==> config.mk <==
export PLATFORM = sky130hd
export DESIGN_NAME = ffha_table
export DESIGN_NICKNAME = d
export VERILOG_FILES = /design/src/hdl/ffha_pkg.sv /design/src/hdl/ffha_table.sv
export SDC_FILE = /design/constraint.sdc
export NUM_CORES = 2
export LEC_CHECK = 0
export ABC_CLOCK_PERIOD_IN_PS = 7800
export BUFFER_PORTS_ARGS = -buffer_cell sky130_fd_sc_hd__buf_4
export CORE_MARGIN = 4
export CORE_UTILIZATION = 30
export CTS_BUF_LIST = sky130_fd_sc_hd__clkbuf_16
export CTS_CLUSTER_SIZE = 12
export DETAILED_ROUTE_END_ITERATION = 10
export GPL_TIMING_DRIVEN = 0
export PLACE_DENSITY = 0.43
export RECOVER_POWER = 100
export SLEW_MARGIN = 20
export SYNTH_ARGS = -nofsm -noshare
export SYNTH_HDL_FRONTEND = slang
export SYNTH_SLANG_ARGS = --single-unit
==> constraint.sdc <==
create_clock -name clk -period 7.8 [get_ports clk]
set_input_delay 0.78 -clock clk [delete_from_list [all_inputs] [get_ports clk]]
set_output_delay 0.78 -clock clk [all_outputs]
set_load 0.005 [all_outputs]
==> src/hdl/ffha_pkg.sv <==
// Shared types and codes for the first-fit heap allocator.
package ffha_pkg;

	localparam int unsigned ADDR_W  = 32;
	localparam int unsigned BYTES_W = 27;

	localparam logic [1:0] REQ_ALLOC   = 2'd0;
	localparam logic [1:0] REQ_CALLOC  = 2'd1;
	localparam logic [1:0] REQ_FREE    = 2'd2;
	localparam logic [1:0] REQ_REALLOC = 2'd3;

	localparam logic [1:0] ST_OK       = 2'd0;
	localparam logic [1:0] ST_BAD_SIZE = 2'd1;
	localparam logic [1:0] ST_NO_SPACE = 2'd2;
	localparam logic [1:0] ST_UNKNOWN  = 2'd3;

	typedef struct packed {
		logic [ADDR_W-1:0]  start;
		logic [BYTES_W-1:0] bytes;
		logic               free;
	} tbl_entry_t;

	typedef struct packed {
		logic       en;
		tbl_entry_t data;
	} tbl_wr_t;

	typedef struct packed {
		logic               vld;
		logic               ok;
		logic [BYTES_W-1:0] need;
	} size_res_t;

	typedef struct packed {
		logic [1:0]        status;
		logic [ADDR_W-1:0] addr;
		logic              copy;
		logic              zero;
	} alloc_res_t;

endpackage

==> src/hdl/ffha_table.sv <==
// Block table memory: one write port, one registered read port.
module ffha_table import ffha_pkg::*; #(
	parameter int unsigned DEPTH = 64,
	parameter int unsigned IW    = 6
) (
	input  logic             clk,
	input  logic             rd_en,
	input  logic [IW-1:0]    rd_addr,
	output tbl_entry_t       rd_data,
	input  tbl_wr_t          wr,
	input  logic [IW-1:0]    wr_addr
);

	tbl_entry_t mem_q [DEPTH];

	always_ff @(posedge clk) begin
		if (wr.en) begin
			mem_q[wr_addr] <= wr.data;
		end
		if (rd_en) begin
			rd_data <= mem_q[rd_addr];
		end
	end

endmodule

==> results.json <==
{
  "cts_buffers": 433,
  "finish.utilization_pct": 35.2,
  "combPwrFrac_pct": 5.3,
  "pwr-share-seq_pct": 51.8,
  "critPathMostFrequentCell": "clkbuf_1",
  "viasPerCell": 5.40,
  "worst_clock_skew_ps": 27.3,
  "stdcell_count": 13900,
  "area_growth_pct": 16.6,
  "critPathKind": "in -> reg",
  "cts_tree": "built",
  "overflow": 0,
  "io_buffers": 126,
  "clkPwrFrac_pct": 42.9,
  "drtIter0Drc": 10600,
  "layout_common_cells": "edfxtp_1, mux4_2, clkbuf_1",
  "via_count": 75000,
  "cp_max_fo": 11,
  "final_common_cell": "edfxtp_1",
  "slew_violations": 5434,
  "drc": 0,
  "violations": "max-capacitance violations, max-slew violations",
  "grt_pass1_wl_mm": 713,
  "final-hold-violation-count": 0,
  "clock_path_buffers": 4,
  "core_um2": 488000,
  "final_nets": 7159,
  "netSwitchingPower_mw": 10.1,
  "dpl.cell_count": 13100,
  "rsz0062_at_grt": "false",
  "holdWs_ps": 594,
  "wl_mm": 547,
  "grt_pass1_vias": 74700,
  "dieArea_um2": 502000,
  "ctsHoldBuffers": 0,
  "startpoint_type": "input pin",
  "syn_nets": 6168,
  "grt_antenna_before_repair": 59,
  "gp_congestion": 0.747,
  "slew-limit-headroom_pct": -133,
  "ios": 135,
  "synth_area_um2": 147000,
  "slowest_stage": "clkbuf_1",
  "yosysWarningCount": 0,
  "synth_top_area_cell": "edfxtp_1",
  "synth_top_area_share_pct": 79.6,
  "wl_per_cell_um": 39.4,
  "finalSetupViolCount": 0,
  "synth_seq_area_share_pct": 79.6,
  "p_per_area_nw_per_um2": 263,
  "cap_violations": 196,
  "end_kind": "register",
  "fp.dieH_um": 708,
  "ir_drop_v": 0.000189,
  "crit_required_ps": 8560,
  "rows": 256,
  "cts_root_buffer": "clkbuf_16",
  "syn_avg_cell_area_um2": 24.1,
  "hp-class": "in -> reg",
  "clkTransAtPathRegs_ps": 60,
  "die_x_um": 708,
  "synthCells": 6093,
  "power_leakage_nw": 52.5,
  "cts_setup_buffers": 0,
  "tightest_slew_ps": 3500,
  "synth_cell_types": 35,
  "first_pass_iters": 5,
  "status": "finished, violations left",
  "finalPower_mw": 45.1,
  "slowest_delay_ps": 1710,
  "start_util_pct": 30.2,
  "cts_resized": 0,
  "hpwl_mm": 387,
  "grt_max_degree": 65,
  "synthTopCellsByArea": "edfxtp_1, mux4_2, o22ai_1, nor2_1, mux2_2",
  "switching_share_pct": 22.4,
  "fillCellCount": 45300,
  "h-tree-depth": 5,
  "internal_power_mw": 35.0,
  "arrival_ps": 7020,
  "synth_seq_cells": 3900,
  "clock-sinks": 3900,
  "crit_chain": "clkbuf_1 -> clkbuf_1 -> clkbuf_1 -> clkbuf_1 -> clkbuf_1 -> nand2_1 -> a31oi_1 -> a21oi_1 -> nor2_1",
  "drtAntennaViolNets": 0,
  "clkLatencyLatePin_ps": 980,
  "finalCritPeriodShare_pct": 80.3,
  "finalCriticalPeriod_ps": 6260,
  "fmax_mhz": 160,
  "drive_gt1_share_pct": 26.7,
  "gr-usage-all-layers_pct": 21.4,
  "fin_setup_tns_ps": 0
}
-- critical path: cells and delay by family --
family	cells	cell delay, ps
buf+inv	5	5090
compound gates	2	580
simple gates	2	490
-- final cells by class --
type	instances	area, µm²	area share, %
inverter	1	3.75	0.00219
clock buffer	438	11000	6.39
buffer	340	1690	0.983
tap	6450	8070	4.70
antenna	28	70.1	0.0408
multi-input combinational	1852	28400	16.6
clock inverter	340	2250	1.31
timing repair buffer	556	2970	1.73
sequential	3900	117000	68.3
-- registers in the layout, indices dropped and copies added, names as in the netlist --
register  count
mem_q      3840
rd_data      60
-- cells in the mapped netlist --
cell,instances
or2_2,3
or3_1,3
clkbuf_1,170
a21oi_1,74
mux4_2,1040
mux2_2,58
nand4_1,2
o22ai_1,188
and2_0,1
buf_1,32
nand2b_1,9
nand2_1,68
nor2b_1,9
nand3b_1,5
mux2i_1,51
nand4b_1,1
buf_4,34
inv_2,1
o221ai_1,59
or3b_1,1
o221a_2,9
o21ai_0,38
a31oi_1,28
o31ai_1,1
buf_2,99
nand3_1,5
or2_0,1
buf_6,5
or3b_2,4
edfxtp_1,3900
o21ai_1,1
o32ai_1,1
nor2_1,177
a211oi_1,3
nor3_1,12
-- metrics by stage --
stage          setup slack, ps  cell area (µm²)
4_1_cts                   3080           179000
2_1_floorplan             1890           147000
5_1_grt                   1520           171000
3_5_place_dp              2010           166000
6_report                  1540           172000
3_3_place_gp             -9610           156000
-- cells by family after synthesis --
logic type	after synthesis	share of synthesized area, %
simple gates	301	0.863
compound gates	402	1.75
buf+inv	341	1.07
mux	1149	16.7
flops	3900	79.6
-- per-layer routing --
metal  vias to the layer above  GRT usage (%)  share of wire (%)
met2                      3789           34.2                 47
met5                         -              0              0.017
met1                     41900           29.6                 41
met3                       872           3.84                8.5
li1                      28500              -                  -
met4                        16           6.81                3.8
-- power by group through the flow --
stage          Sequential, mW  Clock, mW  Combinational [mW]
2_1_floorplan            23.7          0                1.11
3_3_place_gp             23.8          0                2.37
3_5_place_dp             23.7          0                2.52
4_1_cts                  23.3       19.7                2.53
5_1_grt                  23.3       20.6                2.52
6_report                 23.3       19.3                2.41
-- path summary, 6_finish.rpt --
check	start	endpoint	slack, ps	cells after the start
max	rd_addr[1]	rd_data[28]	1540	9
min	wr_addr[0]	mem_q[49][46]	590	3
max reg2reg	mem_q[27][30]	rd_data[30]	5040	4
min reg2reg	mem_q[10][18]	rd_data[18]	1140	4
(Power assumes the default switching activity.)
