File: src/hdl/ffha_pkg.sv
// Shared types and codes for the first-fit heap allocator.
package ffha_pkg;

	localparam int unsigned ADDR_W  = 32;
	localparam int unsigned BYTES_W = 27;

	localparam logic [1:0] REQ_ALLOC   = 2'd0;
	localparam logic [1:0] REQ_CALLOC  = 2'd1;
	localparam logic [1:0] REQ_FREE    = 2'd2;
	localparam logic [1:0] REQ_REALLOC = 2'd3;

	localparam logic [1:0] ST_OK       = 2'd0;
	localparam logic [1:0] ST_BAD_SIZE = 2'd1;
	localparam logic [1:0] ST_NO_SPACE = 2'd2;
	localparam logic [1:0] ST_UNKNOWN  = 2'd3;

	typedef struct packed {
		logic [ADDR_W-1:0]  start;
		logic [BYTES_W-1:0] bytes;
		logic               free;
	} tbl_entry_t;

	typedef struct packed {
		logic       en;
		tbl_entry_t data;
	} tbl_wr_t;

	typedef struct packed {
		logic               vld;
		logic               ok;
		logic [BYTES_W-1:0] need;
	} size_res_t;

	typedef struct packed {
		logic [1:0]        status;
		logic [ADDR_W-1:0] addr;
		logic              copy;
		logic              zero;
	} alloc_res_t;

endpackage

File: src/hdl/ffha_sizer.sv
// Request sizing: element product, size check and block size with header.
module ffha_sizer import ffha_pkg::*; #(
	parameter int unsigned HEADER_BYTES = 32,
	parameter int unsigned MAX_REQUEST  = 100000000
) (
	input  logic              clk,
	input  logic              arst_n,
	input  logic              start,
	input  logic              calloc,
	input  logic [ADDR_W-1:0] size,
	input  logic [ADDR_W-1:0] count,
	output size_res_t         res
);

	logic                vld_s1;
	logic [2*ADDR_W-1:0] prod_s1;
	logic                vld_s2;
	logic                ok_s2;
	logic [BYTES_W-1:0]  need_s2;
	logic [2*ADDR_W:0]   sum;

	assign sum = {1'b0, prod_s1} + (2*ADDR_W+1)'(HEADER_BYTES);

	always_ff @(posedge clk or negedge arst_n) begin
		if (!arst_n) begin
			vld_s1 <= 1'b0;
			vld_s2 <= 1'b0;
		end else begin
			vld_s1 <= start;
			vld_s2 <= vld_s1;
		end
	end

	always_ff @(posedge clk) begin
		if (start) begin
			prod_s1 <= calloc ? (2*ADDR_W)'(size) * (2*ADDR_W)'(count)
			                  : {{ADDR_W{1'b0}}, size};
		end
		if (vld_s1) begin
			ok_s2   <= (prod_s1 != '0) && (sum <= (2*ADDR_W+1)'(MAX_REQUEST));
			need_s2 <= sum[BYTES_W-1:0];
		end
	end

	assign res.vld  = vld_s2;
	assign res.ok   = ok_s2;
	assign res.need = need_s2;

endmodule

File: config.mk
export PLATFORM = sky130hd
export DESIGN_NAME = ffha_sizer
export DESIGN_NICKNAME = d
export VERILOG_FILES = /design/src/hdl/ffha_pkg.sv /design/src/hdl/ffha_sizer.sv
export SDC_FILE = /design/constraint.sdc
export NUM_CORES = 2
export LEC_CHECK = 0
export BUFFER_PORTS_ARGS = -buffer_cell sky130_fd_sc_hd__buf_2
export CORE_AREA = 5 5 365 367
export DETAILED_ROUTE_END_ITERATION = 10
export DIE_AREA = 0 0 370 372
export PLACE_DENSITY_LB_ADDON = 0.25
export SYNTH_ARGS = -nofsm -noshare
export SYNTH_HDL_FRONTEND = slang
export SYNTH_SLANG_ARGS = --single-unit
File: constraint.sdc
create_clock -name clk -period 3.6 [get_ports clk]
set_input_delay 0.54 -clock clk [delete_from_list [all_inputs] [get_ports clk]]
set_output_delay 0.54 -clock clk [all_outputs]
set_load 0.005 [all_outputs]
==> Flow_metrics.wiki <==
{| class="wikitable"
! Metric !! Value
|-
| Fraction of synthesized cell area taken by the top area cell type || 46.5%
|-
| Final critical path time including I/O delays and setup || 7.13 ns
|-
| GRT Overall Usage || 17.0%
|-
| Max FO, Critical Path || 4
|-
| Setup TNS Final || -174.95 ns
|-
| Class of the most critical hold timing path || register to register
|-
| CTS tree || built
|-
| Net count of the finished layout || 5801
|-
| Area of the multi-input gates || 33500 um^2
|-
| Iter 0 DRT Violations || 1248
|-
| Count of max-cap constraint violations || 0
|-
| Relative slew margins || 20.9%
|-
| CTS buffer count || 9
|-
| Required @ worst endpoint || 3.69 ns
|-
| Arrival time of data at the critical path endpoint || 7.22 ns
|-
| RSZ-0062 raised after global routing || true
|-
| Deepest clock path buffer count || 2
|-
| Sequential cell area fraction in the yosys report || 7.30%
|-
| Placeable core region || 129000 um^2
|-
| Fraction of registers with async set/reset || 2.13%
|-
| Wire per inst || 18.0 um
|-
| Number of antenna violations at the first check in global routing || 1
|-
| Detail Route Antenna Nets || 0
|-
| R2r worst-path depth || 9
|-
| Netlist Area Pre-Place || 38500 um^2
|-
| Clock edge transition at the registers on the reported setup and hold paths || 0.07 ns
|-
| Average size of a mapped cell || 9.26 um^2
|-
| Violated checks || setup timing
|-
| Commonest register cell after synthesis || sky130_fd_sc_hd__edfxtp_1
|-
| Top Ports || 97
|-
| Sum of overflow across all layers after global routing || 0
|-
| Critical Path Start Type || primary input
|-
| Startpoint of the most critical register-to-register path || prod_s1[14]
|-
| Run status || finished, violations left
|-
| Max-slew violation total from the final report || 0
|-
| Type of the setup path with the least slack || primary input to register
|-
| GP Congestion || 0.859
|-
| Area occupied by registers || 2810 um^2
|-
| Synth top area cells || sky130_fd_sc_hd__fa_1 (47%), sky130_fd_sc_hd__and2_1 (9.8%), sky130_fd_sc_hd__inv_1 (8.7%)
|-
| Max Clock Freq || 140 MHz
|-
| Period utilisation layout || 198%
|-
| Number of placement rows || 132
|-
| Start point of the worst hold path || prod_s1[4]
|-
| Worst setup path start || size[16]
|-
| Overall die area || 138000 um^2
|-
| Type of destination of the critical path || register
|-
| Die X-Extent || 370 um
|-
| Count of filler cells inserted in the layout || 13200
|-
| Die Ht || 372 um
|-
| Number of distinct library cells after synthesis || 93
|-
| Via total after detailed routing || 28600
|-
| Worst hold stages || 0
|-
| Number of global-route vias before repair || 31900
|-
| Number of synthesized register bits || 94
|-
| Fraction of layout cells with a size suffix above 1 || 23.1%
|-
| Total of warnings raised by yosys || 0
|-
| Core utilization of the finished layout || 37.0%
|-
| H-tree depth reported by CTS || 3
|-
| Area growth syn-to-layout || 24.1%
|-
| Clock Sink Count || 94
|-
| DRC violations left || 0
|-
| Global-route wire length before repair || 183000 um
|-
| Later-pin clock latency in the skew report || 0.36 ns
|-
| Final worst-path setup slack || -3.53 ns
|-
| Number of iterations in the first detailed-routing pass || 5
|-
| Post-synth net total || 5392
|-
| Setup slack at placement || -4.36 ns
|-
| PortBufs || 96
|-
| Clock root buffer || sky130_fd_sc_hd__clkbuf_16
|-
| Number of vias per cell after detailed routing || 4.52
|-
| Effective utilization at floorplan || 29.8%
|-
| Worst slew pin tran || 1.19 ns
|-
| Final setup violation count || 60
|-
| Detailed placer's ending HPWL || 99900 um
|-
| Final hold viol count || 0
|-
| Largest area contributor in the synthesized netlist || sky130_fd_sc_hd__fa_1
|-
| Number of synthesized flops with an enable pin || 92
|-
| Pin count of the biggest net entering global routing || 66
|-
| Final worst clock skew || 0.0140 ns
|-
| Number of standard cells after synthesis || 4164
|-
| Post-detailed-routing wire length || 114000 um
|}
synth_stat cells (9+ instances only):
cell type and n:
sky130_fd_sc_hd__o21ai_0 42, sky130_fd_sc_hd__a21o_1 28, sky130_fd_sc_hd__nand4_1 41, sky130_fd_sc_hd__a21oi_1 83, sky130_fd_sc_hd__clkbuf_1 222, sky130_fd_sc_hd__nand3_1 42
sky130_fd_sc_hd__nand2b_1 14, sky130_fd_sc_hd__and2_1 601, sky130_fd_sc_hd__nor3_1 18, sky130_fd_sc_hd__fa_1 896, sky130_fd_sc_hd__and3_1 21, sky130_fd_sc_hd__xnor2_1 54
sky130_fd_sc_hd__edfxtp_1 92, sky130_fd_sc_hd__o21a_1 10, sky130_fd_sc_hd__inv_1 893, sky130_fd_sc_hd__a31oi_1 9, sky130_fd_sc_hd__nand2_1 519, sky130_fd_sc_hd__nor2_1 78
sky130_fd_sc_hd__xor2_1 26, sky130_fd_sc_hd__nor4_1 14, sky130_fd_sc_hd__o21bai_1 19, sky130_fd_sc_hd__mux2i_1 16, sky130_fd_sc_hd__ha_1 264, sky130_fd_sc_hd__mux2_2 28
worst max-delay path, stage by stage:
cell and delay, ns:
sky130_fd_sc_hd__buf_12 0.13, sky130_fd_sc_hd__buf_6 0.12, sky130_fd_sc_hd__and2_4 0.13, sky130_fd_sc_hd__fa_1 0.53, sky130_fd_sc_hd__inv_1 0.05, sky130_fd_sc_hd__fa_1 0.50, sky130_fd_sc_hd__fa_1 0.45, sky130_fd_sc_hd__fa_1 0.50
sky130_fd_sc_hd__inv_1 0.05, sky130_fd_sc_hd__fa_1 0.48, sky130_fd_sc_hd__inv_1 0.05, sky130_fd_sc_hd__fa_1 0.49, sky130_fd_sc_hd__inv_2 0.05, sky130_fd_sc_hd__fa_2 0.53, sky130_fd_sc_hd__inv_2 0.04, sky130_fd_sc_hd__fa_2 0.52
sky130_fd_sc_hd__inv_2 0.05, sky130_fd_sc_hd__ha_4 0.17, sky130_fd_sc_hd__a21oi_4 0.13, sky130_fd_sc_hd__o21ai_2 0.08, sky130_fd_sc_hd__a221o_1 0.44, sky130_fd_sc_hd__nor4bb_4 0.30, sky130_fd_sc_hd__o21ai_2 0.13, sky130_fd_sc_hd__a41oi_2 0.28
sky130_fd_sc_hd__o31a_1 0.25, sky130_fd_sc_hd__xor2_1 0.17, sky130_fd_sc_hd__nor2_1 0.06
layout by cell type (no fill, tap or decap), types with 7 or more instances in the layout:
| cell | instances |
|---|---|
| sky130_fd_sc_hd__buf_8 | 24 |
| sky130_fd_sc_hd__nand3_1 | 38 |
| sky130_fd_sc_hd__a21oi_1 | 41 |
| sky130_fd_sc_hd__fa_2 | 53 |
| sky130_fd_sc_hd__buf_2 | 52 |
| sky130_fd_sc_hd__xnor2_1 | 44 |
| sky130_fd_sc_hd__mux2i_1 | 16 |
| sky130_fd_sc_hd__a21o_1 | 28 |
| sky130_fd_sc_hd__xor2_1 | 24 |
| sky130_fd_sc_hd__and2_4 | 42 |
| sky130_fd_sc_hd__o21ai_2 | 21 |
| sky130_fd_sc_hd__ha_4 | 58 |
| sky130_fd_sc_hd__nor4_1 | 13 |
| sky130_fd_sc_hd__nand2_4 | 12 |
| sky130_fd_sc_hd__buf_12 | 42 |
| sky130_fd_sc_hd__mux2_2 | 7 |
| sky130_fd_sc_hd__xnor2_2 | 9 |
| sky130_fd_sc_hd__and3_1 | 17 |
| sky130_fd_sc_hd__fa_1 | 843 |
| sky130_fd_sc_hd__and2_1 | 559 |
| sky130_fd_sc_hd__o21ai_0 | 24 |
| sky130_fd_sc_hd__o21a_1 | 10 |
| sky130_fd_sc_hd__a21oi_2 | 33 |
| sky130_fd_sc_hd__ha_1 | 204 |
| sky130_fd_sc_hd__edfxtp_1 | 92 |
| sky130_fd_sc_hd__o21bai_1 | 16 |
| sky130_fd_sc_hd__nand2_2 | 12 |
| sky130_fd_sc_hd__inv_1 | 850 |
| sky130_fd_sc_hd__inv_2 | 43 |
| sky130_fd_sc_hd__a21oi_4 | 10 |
| sky130_fd_sc_hd__nand2_1 | 496 |
| sky130_fd_sc_hd__buf_4 | 422 |
| sky130_fd_sc_hd__nor2_1 | 70 |
| sky130_fd_sc_hd__clkbuf_16 | 9 |
| sky130_fd_sc_hd__nand4_1 | 41 |
| sky130_fd_sc_hd__nor3_1 | 14 |
| sky130_fd_sc_hd__mux2_4 | 21 |
| sky130_fd_sc_hd__nand2b_1 | 12 |
| sky130_fd_sc_hd__buf_6 | 86 |
sequential cells by signal (all words and copies together), names as in the netlist:
register  flops
vld_s1        1
ok_s2         1
need_s2      27
prod_s1      64
vld_s2        1
metal layers:
metal | track usage, % | wire (um) | up-vias
met5 | 0 | 0 | -
met1 | 22.3 | 49800 | 14900
met4 | 4.10 | 3140 | 0
met3 | 1.52 | 3190 | 97
met2 | 30.4 | 57600 | 354
li1 | - | - | 13300
kinds of logic after synthesis:
| group | Yosys count | share of synthesized area (%) |
|---|---|---|
| buffers and inverters | 1126 | 11.0 |
| AO/OA/AOI/OAI | 259 | 4.46 |
| flip-flops | 94 | 7.30 |
| multiplexers | 44 | 1.23 |
| adder cells (fa/ha/maj) | 1160 | 55.1 |
| XOR/XNOR | 81 | 1.86 |
| AND/OR/NAND/NOR | 1400 | 19.0 |
final cells by class:
type / instances / area share (%)
Antenna cell: 5 / 0.0261
Clock buffer: 9 / 0.471
Clock inverter: 7 / 0.123
Inverter: 894 / 7.01
Multi-Input combinational cell: 2944 / 70.0
Sequential cell: 94 / 5.88
Tap cell: 1742 / 4.56
Timing Repair Buffer: 630 / 11.9
metrics by stage:
stage                     std cells  instance area [um^2]  hold WS, ns
final                          6325                 47800        0.440
after global routing           6320                 47800        0.463
after CTS                      6318                 47300        0.441
after detailed placement       6259                 45200        0.328
after global placement         6259                 45200        0.324
after floorplan                4164                 39800        0.244
final timing paths:
| kind | to | slack [ns] |
|---|---|---|
| max in group asynchronous | vld_s2 | 3.02 |
| setup reg to reg | ok_s2 | 0.45 |
| setup / recovery | prod_s1[44] | -3.53 |
| min in group asynchronous | vld_s1 | 0.49 |
| hold / removal | need_s2[4] | 0.44 |
| hold reg to reg | need_s2[4] | 0.44 |
what timing repair did:
action,CTS,global route
gates cloned,2,0
endpoints found under the hold margin,2,0
hold buffers,1,0
setup endpoints to repair,60,60
pin swaps,200,119
resized for setup,363,120
setup buffers,44,6
Power is left out: the tool's default activity adds up to more than one toggle a clock period on the data nets, which glitch-free logic cannot reach.
