==> config.mk <==
export PLATFORM = sky130hd
export DESIGN_NAME = ffha_ctrl
export DESIGN_NICKNAME = d
export VERILOG_FILES = /design/src/hdl/ffha_pkg.sv /design/src/hdl/ffha_ctrl.sv
export SDC_FILE = /design/constraint.sdc
export NUM_CORES = 1
export LEC_CHECK = 0
export ABC_AREA = 1
export ABC_CLOCK_PERIOD_IN_PS = 7600
export BUFFER_PORTS_ARGS = -buffer_cell sky130_fd_sc_hd__buf_2
export CAP_MARGIN = 5
export CORE_AREA = 2 2 186 188
export DETAILED_ROUTE_END_ITERATION = 10
export DIE_AREA = 0 0 188 190
export GPL_TIMING_DRIVEN = 0
export PLACE_DENSITY = 0.75
export SYNTH_ARGS = -nofsm -noshare
export SYNTH_HDL_FRONTEND = slang
export SYNTH_SLANG_ARGS = --single-unit
==> constraint.sdc <==
create_clock -name clk -period 7.6 [get_ports clk]
set_input_delay 1.52 -clock clk [delete_from_list [all_inputs] [get_ports clk]]
set_output_delay 1.52 -clock clk [all_outputs]
set_load 0.1 [all_outputs]
==> src/hdl/ffha_pkg.sv <==
// Shared types and codes for the first-fit heap allocator.
package ffha_pkg;

	localparam int unsigned ADDR_W  = 32;
	localparam int unsigned BYTES_W = 27;

	localparam logic [1:0] REQ_ALLOC   = 2'd0;
	localparam logic [1:0] REQ_CALLOC  = 2'd1;
	localparam logic [1:0] REQ_FREE    = 2'd2;
	localparam logic [1:0] REQ_REALLOC = 2'd3;

	localparam logic [1:0] ST_OK       = 2'd0;
	localparam logic [1:0] ST_BAD_SIZE = 2'd1;
	localparam logic [1:0] ST_NO_SPACE = 2'd2;
	localparam logic [1:0] ST_UNKNOWN  = 2'd3;

	typedef struct packed {
		logic [ADDR_W-1:0]  start;
		logic [BYTES_W-1:0] bytes;
		logic               free;
	} tbl_entry_t;

	typedef struct packed {
		logic       en;
		tbl_entry_t data;
	} tbl_wr_t;

	typedef struct packed {
		logic               vld;
		logic               ok;
		logic [BYTES_W-1:0] need;
	} size_res_t;

	typedef struct packed {
		logic [1:0]        status;
		logic [ADDR_W-1:0] addr;
		logic              copy;
		logic              zero;
	} alloc_res_t;

endpackage

==> src/hdl/ffha_ctrl.sv <==
// Request sequencer: table scans, grant, append and free updates.
module ffha_ctrl import ffha_pkg::*; #(
	parameter int unsigned MAX_BLOCKS   = 64,
	parameter int unsigned HEADER_BYTES = 32
) (
	input  logic                         clk,
	input  logic                         arst_n,
	input  logic                         in_valid,
	output logic                         in_ready,
	input  logic [1:0]                   req_type,
	input  logic [ADDR_W-1:0]            req_addr,
	input  size_res_t                    sz,
	input  logic [ADDR_W-1:0]            limit,
	output logic                         rd_en,
	output logic [$clog2(MAX_BLOCKS)-1:0] rd_addr,
	input  tbl_entry_t                   rd_data,
	output tbl_wr_t                      wr,
	output logic [$clog2(MAX_BLOCKS)-1:0] wr_addr,
	output logic                         res_vld,
	input  logic                         res_rdy,
	output alloc_res_t                   res
);

	localparam int unsigned IW = $clog2(MAX_BLOCKS);
	localparam int unsigned CW = $clog2(MAX_BLOCKS + 1);

	typedef enum logic [2:0] {
		S_IDLE, S_SIZE, S_FIND, S_GRANT, S_FREE_OLD, S_DONE
	} state_t;

	state_t             state_q;
	logic [1:0]         type_q;
	logic [ADDR_W-1:0]  addr_q;
	logic [BYTES_W-1:0] need_q;
	logic [CW-1:0]      count_q;
	logic [ADDR_W-1:0]  top_q;
	logic [CW-1:0]      issue_q;
	logic               rd_vld_s1;
	logic [IW-1:0]      rd_idx_s1;
	logic               old_q;
	logic [IW-1:0]      old_idx_q;
	logic [ADDR_W-1:0]  old_start_q;
	logic [BYTES_W-1:0] old_bytes_q;
	alloc_res_t         res_q;

	logic               scanning;
	logic               find_hit;
	logic               fit_hit;
	logic               scan_end;
	logic               rescan;
	logic [ADDR_W:0]    grow;
	logic               room;

	assign scanning = (state_q == S_FIND) || (state_q == S_GRANT);
	assign rd_en    = scanning && (issue_q < count_q);
	assign rd_addr  = issue_q[IW-1:0];
	assign find_hit = rd_vld_s1 && (({1'b0, rd_data.start} + (ADDR_W+1)'(HEADER_BYTES))
	                                == {1'b0, addr_q});
	assign fit_hit  = rd_vld_s1 && rd_data.free && (rd_data.bytes >= need_q);
	assign scan_end = !rd_vld_s1 && (issue_q == count_q);
	assign rescan   = (state_q == S_FIND) && find_hit && (type_q != REQ_FREE)
	                  && (rd_data.bytes < need_q);
	assign grow     = {1'b0, top_q} + (ADDR_W+1)'(need_q);
	assign room     = (count_q != CW'(MAX_BLOCKS)) && (grow <= {1'b0, limit});

	always_comb begin
		wr      = '0;
		wr_addr = rd_idx_s1;
		if (state_q == S_FIND && find_hit && type_q == REQ_FREE) begin
			wr.en   = 1'b1;
			wr.data = '{start: rd_data.start, bytes: rd_data.bytes, free: 1'b1};
		end else if (state_q == S_GRANT && fit_hit) begin
			wr.en   = 1'b1;
			wr.data = '{start: rd_data.start, bytes: rd_data.bytes, free: 1'b0};
		end else if (state_q == S_GRANT && scan_end && room) begin
			wr.en   = 1'b1;
			wr.data = '{start: top_q, bytes: need_q, free: 1'b0};
			wr_addr = count_q[IW-1:0];
		end else if (state_q == S_FREE_OLD) begin
			wr.en   = 1'b1;
			wr.data = '{start: old_start_q, bytes: old_bytes_q, free: 1'b1};
			wr_addr = old_idx_q;
		end
	end

	assign in_ready = (state_q == S_IDLE);
	assign res_vld  = (state_q == S_DONE);
	assign res      = res_q;

	always_ff @(posedge clk or negedge arst_n) begin
		if (!arst_n) begin
			state_q     <= S_IDLE;
			type_q      <= REQ_ALLOC;
			addr_q      <= '0;
			need_q      <= '0;
			count_q     <= '0;
			top_q       <= '0;
			issue_q     <= '0;
			rd_vld_s1   <= 1'b0;
			rd_idx_s1   <= '0;
			old_q       <= 1'b0;
			old_idx_q   <= '0;
			old_start_q <= '0;
			old_bytes_q <= '0;
			res_q       <= '0;
		end else begin
			if (rescan) begin
				issue_q   <= '0;
				rd_vld_s1 <= 1'b0;
			end else if (scanning) begin
				if (rd_en) begin
					issue_q <= issue_q + CW'(1);
				end
				rd_vld_s1 <= rd_en;
				rd_idx_s1 <= issue_q[IW-1:0];
			end
			unique case (state_q)
				S_IDLE: begin
					if (in_valid) begin
						type_q  <= req_type;
						addr_q  <= req_addr;
						res_q   <= '0;
						old_q   <= 1'b0;
						state_q <= S_SIZE;
					end
				end
				S_SIZE: begin
					if (sz.vld) begin
						need_q    <= sz.need;
						issue_q   <= '0;
						rd_vld_s1 <= 1'b0;
						case (type_q)
							REQ_FREE: begin
								state_q <= (addr_q == '0) ? S_DONE : S_FIND;
							end
							REQ_REALLOC: begin
								if (!sz.ok) begin
									res_q.status <= ST_BAD_SIZE;
									state_q      <= S_DONE;
								end else begin
									state_q <= (addr_q == '0) ? S_GRANT : S_FIND;
								end
							end
							default: begin
								if (!sz.ok) begin
									res_q.status <= ST_BAD_SIZE;
									state_q      <= S_DONE;
								end else begin
									state_q <= S_GRANT;
								end
							end
						endcase
					end
				end
				S_FIND: begin
					if (find_hit) begin
						if (type_q == REQ_FREE) begin
							state_q <= S_DONE;
						end else begin
							old_idx_q   <= rd_idx_s1;
							old_start_q <= rd_data.start;
							old_bytes_q <= rd_data.bytes;
							if (rd_data.bytes >= need_q) begin
								res_q.addr <= addr_q;
								state_q    <= S_DONE;
							end else begin
								old_q   <= 1'b1;
								state_q <= S_GRANT;
							end
						end
					end else if (scan_end) begin
						res_q.status <= ST_UNKNOWN;
						state_q      <= S_DONE;
					end
				end
				S_GRANT: begin
					if (fit_hit || (scan_end && room)) begin
						if (fit_hit) begin
							res_q.addr <= rd_data.start + ADDR_W'(HEADER_BYTES);
						end else begin
							res_q.addr <= top_q + ADDR_W'(HEADER_BYTES);
							top_q      <= grow[ADDR_W-1:0];
							count_q    <= count_q + CW'(1);
						end
						if (old_q) begin
							res_q.copy <= 1'b1;
							state_q    <= S_FREE_OLD;
						end else begin
							res_q.zero <= (type_q == REQ_CALLOC);
							state_q    <= S_DONE;
						end
					end else if (scan_end) begin
						res_q.status <= ST_NO_SPACE;
						state_q      <= S_DONE;
					end
				end
				S_FREE_OLD: begin
					state_q <= S_DONE;
				end
				S_DONE: begin
					if (res_rdy) begin
						state_q <= S_IDLE;
					end
				end
				default: begin
					state_q <= S_IDLE;
				end
			endcase
		end
	end

endmodule

==> results of run 1 <==
==> registers in the layout, summed over array words and instances (netlist names) <==
| signal | cells |
|---|---|
| top_q | 32 |
| state_q | 3 |
| rd_vld_s1 | 1 |
| res | 36 |
| count_q | 7 |
| old_idx_q | 6 |
| type_q | 2 |
| old_start_q | 32 |
| rd_idx_s1 | 6 |
| issue_q | 7 |
| old_q | 1 |
| need_q | 27 |
| old_bytes_q | 27 |
| addr_q | 32 |
==> routing by layer <==
| layer | share of wire | track usage |
|---|---|---|
| met3 | 0.099 | 0.07858 |
| met2 | 0.44 | 0.6485 |
| met4 | 0.045 | 0.1663 |
| met5 | 0 | 0 |
| met1 | 0.41 | 0.5494 |
==> per-stage QoR <==
step	TNS, ns	setup slack [ns]	hold slack, ns	util
after floorplan	0	0.03824	0.4416	-
after global placement	-1.765	-0.3149	0.4546	0.5831
after detailed placement	-1.952	-0.3419	0.4544	0.5847
after CTS	0	0.003255	0.4695	0.6151
after global routing	-0.2474	-0.04736	0.4922	0.6203
final	0	0.2176	0.4653	0.6203
==> power by group <==
| part | total, uW | internal, uW | leakage, uW | switching [uW] |
|---|---|---|---|---|
| Clock | 1300 | 733 | 0.000424 | 570 |
| Sequential | 1870 | 1470 | 0.00253 | 406 |
| Combinational | 5410 | 1380 | 0.00787 | 4020 |
==> cells by family (layout without fill, tap and decap cells) <==
kind of cell / count (synthesis) / count (layout)
flip-flops: 219 / 219
adder cells (fa/ha/maj): 99 / 99
AO/OA/AOI/OAI: 326 / 326
AND/OR/NAND/NOR: 1507 / 1507
XOR/XNOR: 59 / 59
buffers and inverters: 535 / 849
==> what timing repair did <==
| action | CTS | global route |
|---|---|---|
| gates cloned | 0 | 0 |
| resized for setup | 55 | 39 |
| endpoints found under the setup margin | 66 | 66 |
| setup buffers | 2 | 8 |
| pin swaps | 2 | 6 |
==> cell type report <==
type	instances	area share
inverter	399	0.07131
buffer	136	0.03304
multi-input combinational	1991	0.4925
sequential	219	0.2604
timing repair buffer	266	0.07368
clock buffer	30	0.03304
clock inverter	18	0.008973
tap	455	0.02704
==> cells in the final DEF (no fill, tap or decap), drive strengths merged, types with 7 or more instances in the layout <==
| cell type | instances |
|---|---|
| dfrtp | 219 |
| xnor2 | 15 |
| a21oi | 60 |
| nand3 | 158 |
| xor2 | 44 |
| o22ai | 9 |
| a21o | 10 |
| clkinv | 13 |
| o21bai | 8 |
| buf | 322 |
| inv | 396 |
| nand4 | 233 |
| nor4 | 16 |
| nand2 | 861 |
| nor2 | 197 |
| a21boi | 7 |
| ha | 98 |
| o21ai | 216 |
| nor3 | 24 |
| clkbuf | 110 |
==> worst reg2reg max path: cells and delay by family, from the launching register on <==
family / cells / cell delay, ns
AO/OA/AOI/OAI: 10 / 1.64
AND/OR/NAND/NOR: 15 / 1.53
buffers and inverters: 6 / 1.08
adder cells (fa/ha/maj): 3 / 0.86
flip-flops: 1 / 0.42
==> worst max path at each step <==
stage | to | slack [ns] | cells after the start
2_1_floorplan | wr_addr[5] | 0.04 | 29
6_report | wr[0] | 0.22 | 18
3_3_place_gp | wr_addr[2] | -0.31 | 34
5_1_grt | wr_addr[2] | -0.05 | 34
4_1_cts | wr[21] | 0.003 | 26
3_5_place_dp | wr_addr[2] | -0.34 | 34
==> impl_metrics.ini, run 1 <==
[setup_path]
path_max_fanout = 10
reg2reg_slack_ns = 1.98
worstSetupPathType = in -> out
path_cells = buf_2, buf_2, inv_2, nor2_4, nand2_2, o21ai_1, nand2_1, nand2_1, nand3_1, a21oi_1, nand3_1, nor2_1, nand4_1, nor2_1, buf_2, nand3_1, nand2_1, buf_2
cp_slowest_stage_delay_ns = 0.83
r2r-end = top_q[15]
critPathLaunchType = input pin
required_ns = 6.08
critPathTopFamily = simple AND/OR/NAND/NOR gates
endpoint_kind = output pin
worstSetupStartpoint = rd_data[33]
arrival_ns = 5.86
ff2ff_path_depth = 34
crit_path_top_delay_cell = nor2_1
critPathMostFrequentCell = buf_2
r2r_start = top_q[0]
worst-path-buf-inv = 5

[die]
num_rows = 68
core_mm2 = 0.03395
fp.dieH_um = 190
fp.dieW_um = 188
start_util = 0.5290
io_pins = 271
fp.dieArea_mm2 = 0.03572

[cts]
clk-insertion-delay-late_ns = 0.59
cts_buffer_depth = 3
clk_pin_slew_worst_paths_ns = 0.06
cts_root_buffer = clkbuf_16
cts_htree_levels = 1
cts_tree = done
cts_buffers = 26
cts_sinks = 219
hold_buffers = 0

[layout]
synthToLayoutAreaGrowth_pct = 17.25
seqCellArea_mm2 = 0.005483
fin_cells = 3514
n_fill_cell = 3326
multiInputGateArea_mm2 = 0.01037
final_area_mm2 = 0.02106
layout-drive-gt1-share = 0.1592
fin_nets = 3297
antennaDiodeCount = 0

[power_and_ir_drop]
peakVddDrop_v = 0.0004089
leakagePower_uw = 0.01082
finalPower_uw = 8581
power.density_mw_per_mm2 = 407.5

[yosys]
synth_edf_count = 0
synth-simple-area-share = 0.3718
syn_inst = 2745
synth_top_family_by_area = simple AND/OR/NAND/NOR gates
synthAdderAreaFrac = 0.06939
synth_ff_type = dfrtp_1
synthMuxAreaShare = 0
yosysSeqAreaShare = 0.3052
netlist.top_cell.by_area = dfrtp_1
synthesis.nets = 3003
synth_compound_area_frac = 0.1040
ys_types = 53
synth_area_leaders = dfrtp_1 (31%), nand2_1 (18%), nand4_1 (8.1%)
synth_area_mm2 = 0.01796
ys_top_cells_by_count = nand2_1 (849), inv_1 (360), nand4_1 (232)
ys_ff_latch = 219
synth-async-reset-ratio = 1.000
synth_most_common_cell = nand2_1
avgSynthCellArea_um2 = 6.542
synth_warnings = 0
synth_top_area_frac = 0.3052
synth_xor_area_frac = 0.02877

[place]
gp_congestion = 1.028
port_buffers = 253
placedInstanceArea_mm2 = 0.01985
place_inst = 3455
hpwl_um = 58960

[sta]
finalSetupViolCount = 0
slew_headroom = 0.1755
hold_viol = 0
clock_skew_ns = 0.01767
layout_worst_path_cycle_share = 0.9714
fmax_mhz = 135.5
tightest_slew_ns = 1.225
drv_slew = 0
period_minus_slack_ns = 7.382

[global_route]
overflow = 0
grt_max_degree = 122
grt_pass1_wl_um = 112000
antenna_found_initial = 0
grt_pass1_vias = 19490
grtUsageTotal = 0.4088

[hold_path]
hp-start = res[13]
hold_path_depth = 2
min_path_type = reg -> reg
holdPathEnd = res[13]

[status]
status = finished, final reports clean

[routing]
drc_errors = 0
viasPerCell = 5.860
totalWireLength_um = 74450
dr.first_iter.drc_count = 2137
first_pass_iters = 6
route.vias.total = 20590
drt-wirelength-per-cell_um = 21.19
postRouteAntennaNets = 0

[run]
maxCapViolCount = 0
Note: power is estimated with default switching activity, not from simulation.
==> run 2, diff against run 1 <==
==> constraint.sdc (replaced) <==
create_clock -name clk -period 7.6 [get_ports clk]
set_input_delay 0.38 -clock clk [delete_from_list [all_inputs] [get_ports clk]]
set_output_delay 0.38 -clock clk [all_outputs]
set_load 0.1 [all_outputs]
==> impl_metrics.ini, run 2 (synthesis results as in run 1) <==
[status]
status = complete, but fails checks
violations = hold timing

[layout]
fin_nets = 3291
post-route-util = 0.6126
largest_reg_flops = 36
n_fill_cell = 3357
layout-drive-gt1-share = 0.1510
layout_common_cells = nand2_1 (848), inv_1 (360), buf_2 (277)
synthToLayoutAreaGrowth_pct = 15.81
final_common_cell = nand2_1
antennaDiodeCount = 0

[cts]
clk_pin_slew_worst_paths_ns = 0.07
clk-insertion-delay-late_ns = 0.59
cts_sinks = 219
cts_root_buffer = clkbuf_16
cts_buffers = 26
cts_buffer_depth = 3
cts_tree = done
cts_htree_levels = 1

[hold_path]
hp-start = req_addr[28]
min_path_type = in -> reg
hold_path_depth = 3
holdPathEnd = addr_q[28]

[power_and_ir_drop]
power.switching_uw = 4955
comb_power_share = 0.625
finalPower_uw = 8457
leakagePower_uw = 0.01074
peakVddDrop_v = 0.0003428
sw_frac_of_total = 0.5859
p_seq_frac = 0.221
internal_power_uw = 3502
power.density_mw_per_mm2 = 406.6
p_clk_frac = 0.154

[routing]
dr.first_iter.drc_count = 2079
first_pass_iters = 6
drc_errors = 0
route.vias.total = 20470
drt-wirelength-per-cell_um = 21.11
totalWireLength_um = 74040
viasPerCell = 5.836
postRouteAntennaNets = 0

[sta]
slew_headroom = 0.1354
rsz0062_at_grt = false
period_minus_slack_ns = 7.212
fmax_mhz = 138.6
drv_slew = 0
timing.hold.ws_ns = -0.003581
tns_ns = 0
hold_viol = 1
tightest_slew_ns = 1.285
finalSetupViolCount = 0
layout_worst_path_cycle_share = 0.9490
clock_skew_ns = 0.02013

[place]
gp_congestion = 1.028
hpwl_um = 58960
port_buffers = 253

[setup_path]
worstSetupPathType = reg -> out
reg2reg_slack_ns = 1.38
critPathMostFrequentCell = nand2_1
path_max_fanout = 10
critPathLaunchType = flip-flop
required_ns = 7.22
r2r_start = top_q[0]
r2r-end = top_q[24]
crit_path_top_delay_cell = dfrtp_1
cp_slowest_stage_delay_ns = 0.46
endpoint_kind = output pin
arrival_ns = 6.83
ff2ff_path_depth = 32

[global_route]
grtUsageTotal = 0.4081
grt_pass1_vias = 19360
grt_max_degree = 122
antenna_found_initial = 1
grt_pass1_wl_um = 111600
overflow = 0

[die]
fp.dieW_um = 188
num_rows = 68
fp.dieArea_mm2 = 0.03572
io_pins = 271
core_mm2 = 0.03395
start_util = 0.5290
fp.dieH_um = 190

[run]
maxCapViolCount = 0
==> run 2: cell type report <==
type / count / area, um^2 / share of cell area
plain buffers: 136 / 674.4 / 0.03243
clock buffers: 30 / 695.7 / 0.03345
clock inverters: 18 / 188.9 / 0.009084
inverters: 399 / 1498 / 0.07201
multi-input cells: 1991 / 10320 / 0.4963
flip-flops and latches: 219 / 5480 / 0.2635
well taps: 455 / 569.3 / 0.02737
repair buffers: 260 / 1370 / 0.06588
==> run 2: power groups by stage <==
| stage | Combinational [uW] | Clock, uW | Sequential, uW |
|---|---|---|---|
| 2_1_floorplan | 3420 | 0 | 2120 |
| 3_3_place_gp | 5060 | 0 | 1860 |
| 3_5_place_dp | 5140 | 0 | 1860 |
| 4_1_cts | 5170 | 1300 | 1850 |
| 5_1_grt | 5700 | 1350 | 1890 |
| 6_report | 5280 | 1300 | 1870 |
==> run 2: metal layers <==
layer | vias to the layer above | track usage | routed length (um)
li1 | 9543 | - | -
met1 | 9621 | 0.5534 | 30470
met2 | 1118 | 0.6446 | 32780
met3 | 189 | 0.07434 | 7577
met4 | 0 | 0.1660 | 3218
met5 | - | 0 | 0
==> run 2: stage by stage <==
step / area, um^2 / std cells / setup WS (ns)
2_1_floorplan: 17960 / 2745 / 1.178
3_3_place_gp: 19790 / 3453 / 0.8251
3_5_place_dp: 19850 / 3455 / 0.7981
4_1_cts: 20770 / 3507 / 0.1622
5_1_grt: 20800 / 3508 / 0.01745
6_report: 20800 / 3508 / 0.3875
==> run 2: worst max path at each step <==
stage          slack [ns]  depth (start not counted)          to  startpoint
6_report             0.39                         34  wr_addr[4]    top_q[0]
2_1_floorplan        1.18                         29  wr_addr[5]   need_q[0]
5_1_grt              0.02                         34  wr_addr[4]   need_q[0]
3_3_place_gp         0.83                         34  wr_addr[2]    top_q[0]
4_1_cts              0.16                         34  wr_addr[2]    top_q[0]
3_5_place_dp         0.80                         34  wr_addr[2]    top_q[0]
==> run 2: worst max-delay path: cells and delay by family (launching register included) <==
| kind | cells | cell delay (ns) |
|---|---|---|
| AOI/OAI and AO/OA | 9 | 2.12 |
| and+or+nand+nor | 16 | 1.64 |
| buffers and inverters | 6 | 1.14 |
| adders and majority gates | 3 | 0.88 |
| DFF | 1 | 0.46 |
==> run 2: timing repair <==
item	in CTS	in global routing
buffers inserted	0	0
hold buffers	4	0
endpoints found under the hold margin	101	0
setup endpoints to repair	0	7
resized for setup	0	10
==> run 3, diff against run 2 <==
Settings changed: CORE_AREA 2 2 186 188 to 2 2 239 147, DIE_AREA 0 0 188 190 to 0 0 241 149.
==> impl_metrics.ini, run 3 (synthesis results as in run 1) <==
[status]
status = complete, but fails checks
violations = hold timing

[sta]
rsz0062_at_grt = false
clock_skew_ns = 0.02880
drv_slew = 0
layout_worst_path_cycle_share = 0.9706
finalSetupViolCount = 0
hold_viol = 2
period_minus_slack_ns = 7.377
tns_ns = 0
slew_headroom = 0.2195
timing.hold.ws_ns = -0.001341
tightest_slew_ns = 1.160
fmax_mhz = 135.6

[routing]
drc_errors = 0
postRouteAntennaNets = 0
viasPerCell = 6.033
dr.first_iter.drc_count = 3062
route.vias.total = 21180
first_pass_iters = 6
drt-wirelength-per-cell_um = 22.77
totalWireLength_um = 79910

[cts]
clk_pin_slew_worst_paths_ns = 0.06
cts_htree_levels = 1
cts_sinks = 219
cts_setup_buffers = 0
cts_tree = done
clk-insertion-delay-late_ns = 0.57
cts_buffer_depth = 3
cts_buffers = 24
cts_root_buffer = clkbuf_16

[global_route]
antenna_found_initial = 0
grt_pass1_vias = 18640
grt_pass1_wl_um = 115900
overflow = 0
grt_max_degree = 115
grtUsageTotal = 0.4379

[setup_path]
cp_slowest_stage_delay_ns = 0.57
ff2ff_path_depth = 33
path_cells = ha_1, inv_1, fa_1, o21ai_1, nand2_1, nand2_1, nand2_1, nand2_1, a21o_1, a21oi_1, o21ai_1, xor2_2, inv_1, ha_1, nand4_1, nor4_2, nand4_1, nand2_1, clkbuf_1, nand4_1, nand4_1, buf_2
r2r-end = res[20]
worstSetupPathType = reg -> out
path_max_fanout = 10
critPathLaunchType = flip-flop
arrival_ns = 7.00
worstSetupStartpoint = top_q[0]
critPathMostFrequentCell = nand2_1
reg2reg_slack_ns = 0.95
crit_path_top_delay_cell = nor4_2
endpoint_kind = output pin
r2r_start = top_q[2]
required_ns = 7.22

[layout]
layout_common_cells = nand2_1 (849), inv_1 (360), buf_2 (275)
fin_nets = 3287
largest_reg_flops = 36
antennaDiodeCount = 0
synthToLayoutAreaGrowth_pct = 15.49
layout-drive-gt1-share = 0.1489
final_common_cell = nand2_1

[hold_path]
min_path_type = in -> reg
hold_path_depth = 3
hp-start = req_addr[28]
holdPathEnd = addr_q[28]

[power_and_ir_drop]
peakVddDrop_v = 0.0004236
leakagePower_uw = 0.01071
power.density_mw_per_mm2 = 417.7

[die]
io_pins = 271
fp.dieW_um = 241
fp.dieH_um = 149
core_mm2 = 0.03409
fp.dieArea_mm2 = 0.03591
num_rows = 53
start_util = 0.5269

[place]
hpwl_um = 64690
port_buffers = 253
gp_congestion = 1.078

[run]
maxCapViolCount = 0
## run 3: worst max path at each step
stage / to / slack (ns)
floorplan: wr_addr[5] / 1.18
detailed placement: wr_addr[2] / 0.43
CTS: wr_addr[4] / 0.06
global route: wr_addr[0] / 0.01
finish: wr[40] / 0.22
global placement: wr_addr[2] / 0.55
## run 3: layout make-up
| cell class | instances | area [um^2] |
|---|---|---|
| timing repair buffer | 258 | 1359 |
| buffer | 136 | 673.1 |
| tap | 467 | 584.3 |
| fill | 3299 | 13340 |
| multi-input combinational | 1991 | 10350 |
| clock buffer | 34 | 698.2 |
| inverter | 399 | 1498 |
| sequential | 219 | 5480 |
| clock inverter | 6 | 95.09 |
## run 3: power by group
part	switching (uW)	internal, uW	leakage, uW
Clock	535	705	0.000391
Sequential	399	1470	0.00253
Combinational	4230	1330	0.00779
Total	5160	3500	0.0107
## run 3: what timing repair did
| item | CTS | global route |
|---|---|---|
| hold buffers | 2 | 0 |
| endpoints found under the hold margin | 106 | 0 |
| pin swaps | 0 | 0 |
| endpoints found under the setup margin | 5 | 57 |
| resized for setup | 2 | 15 |
## run 3: worst max-delay path, delay by kind of cell (launching register included)
| family | cells | cell delay [ns] |
|---|---|---|
| simple gates | 10 | 2.49 |
| xor+xnor | 1 | 0.34 |
| buf+inv | 4 | 1.10 |
| compound gates | 4 | 0.98 |
| fa+ha+maj | 3 | 1.03 |
| flops | 1 | 0.47 |
## run 3: metal layers
metal	part of all wire	global-route usage
met2	0.35	0.5341
met4	0.028	0.09753
met3	0.18	0.2163
met1	0.43	0.6667
met5	0	0
## run 3: per-stage QoR
step	worst slack [ns]	utilization	cell area, um^2	total power, uW	cells
6_report	0.2231	0.6085	20740	8663	3510
5_1_grt	0.01161	0.6085	20740	9091	3510
4_1_cts	0.05521	0.6068	20680	8376	3509
3_5_place_dp	0.4254	0.5827	19860	7121	3467
3_3_place_gp	0.5460	0.5812	19810	7014	3465
2_1_floorplan	1.178	-	17960	5549	2745
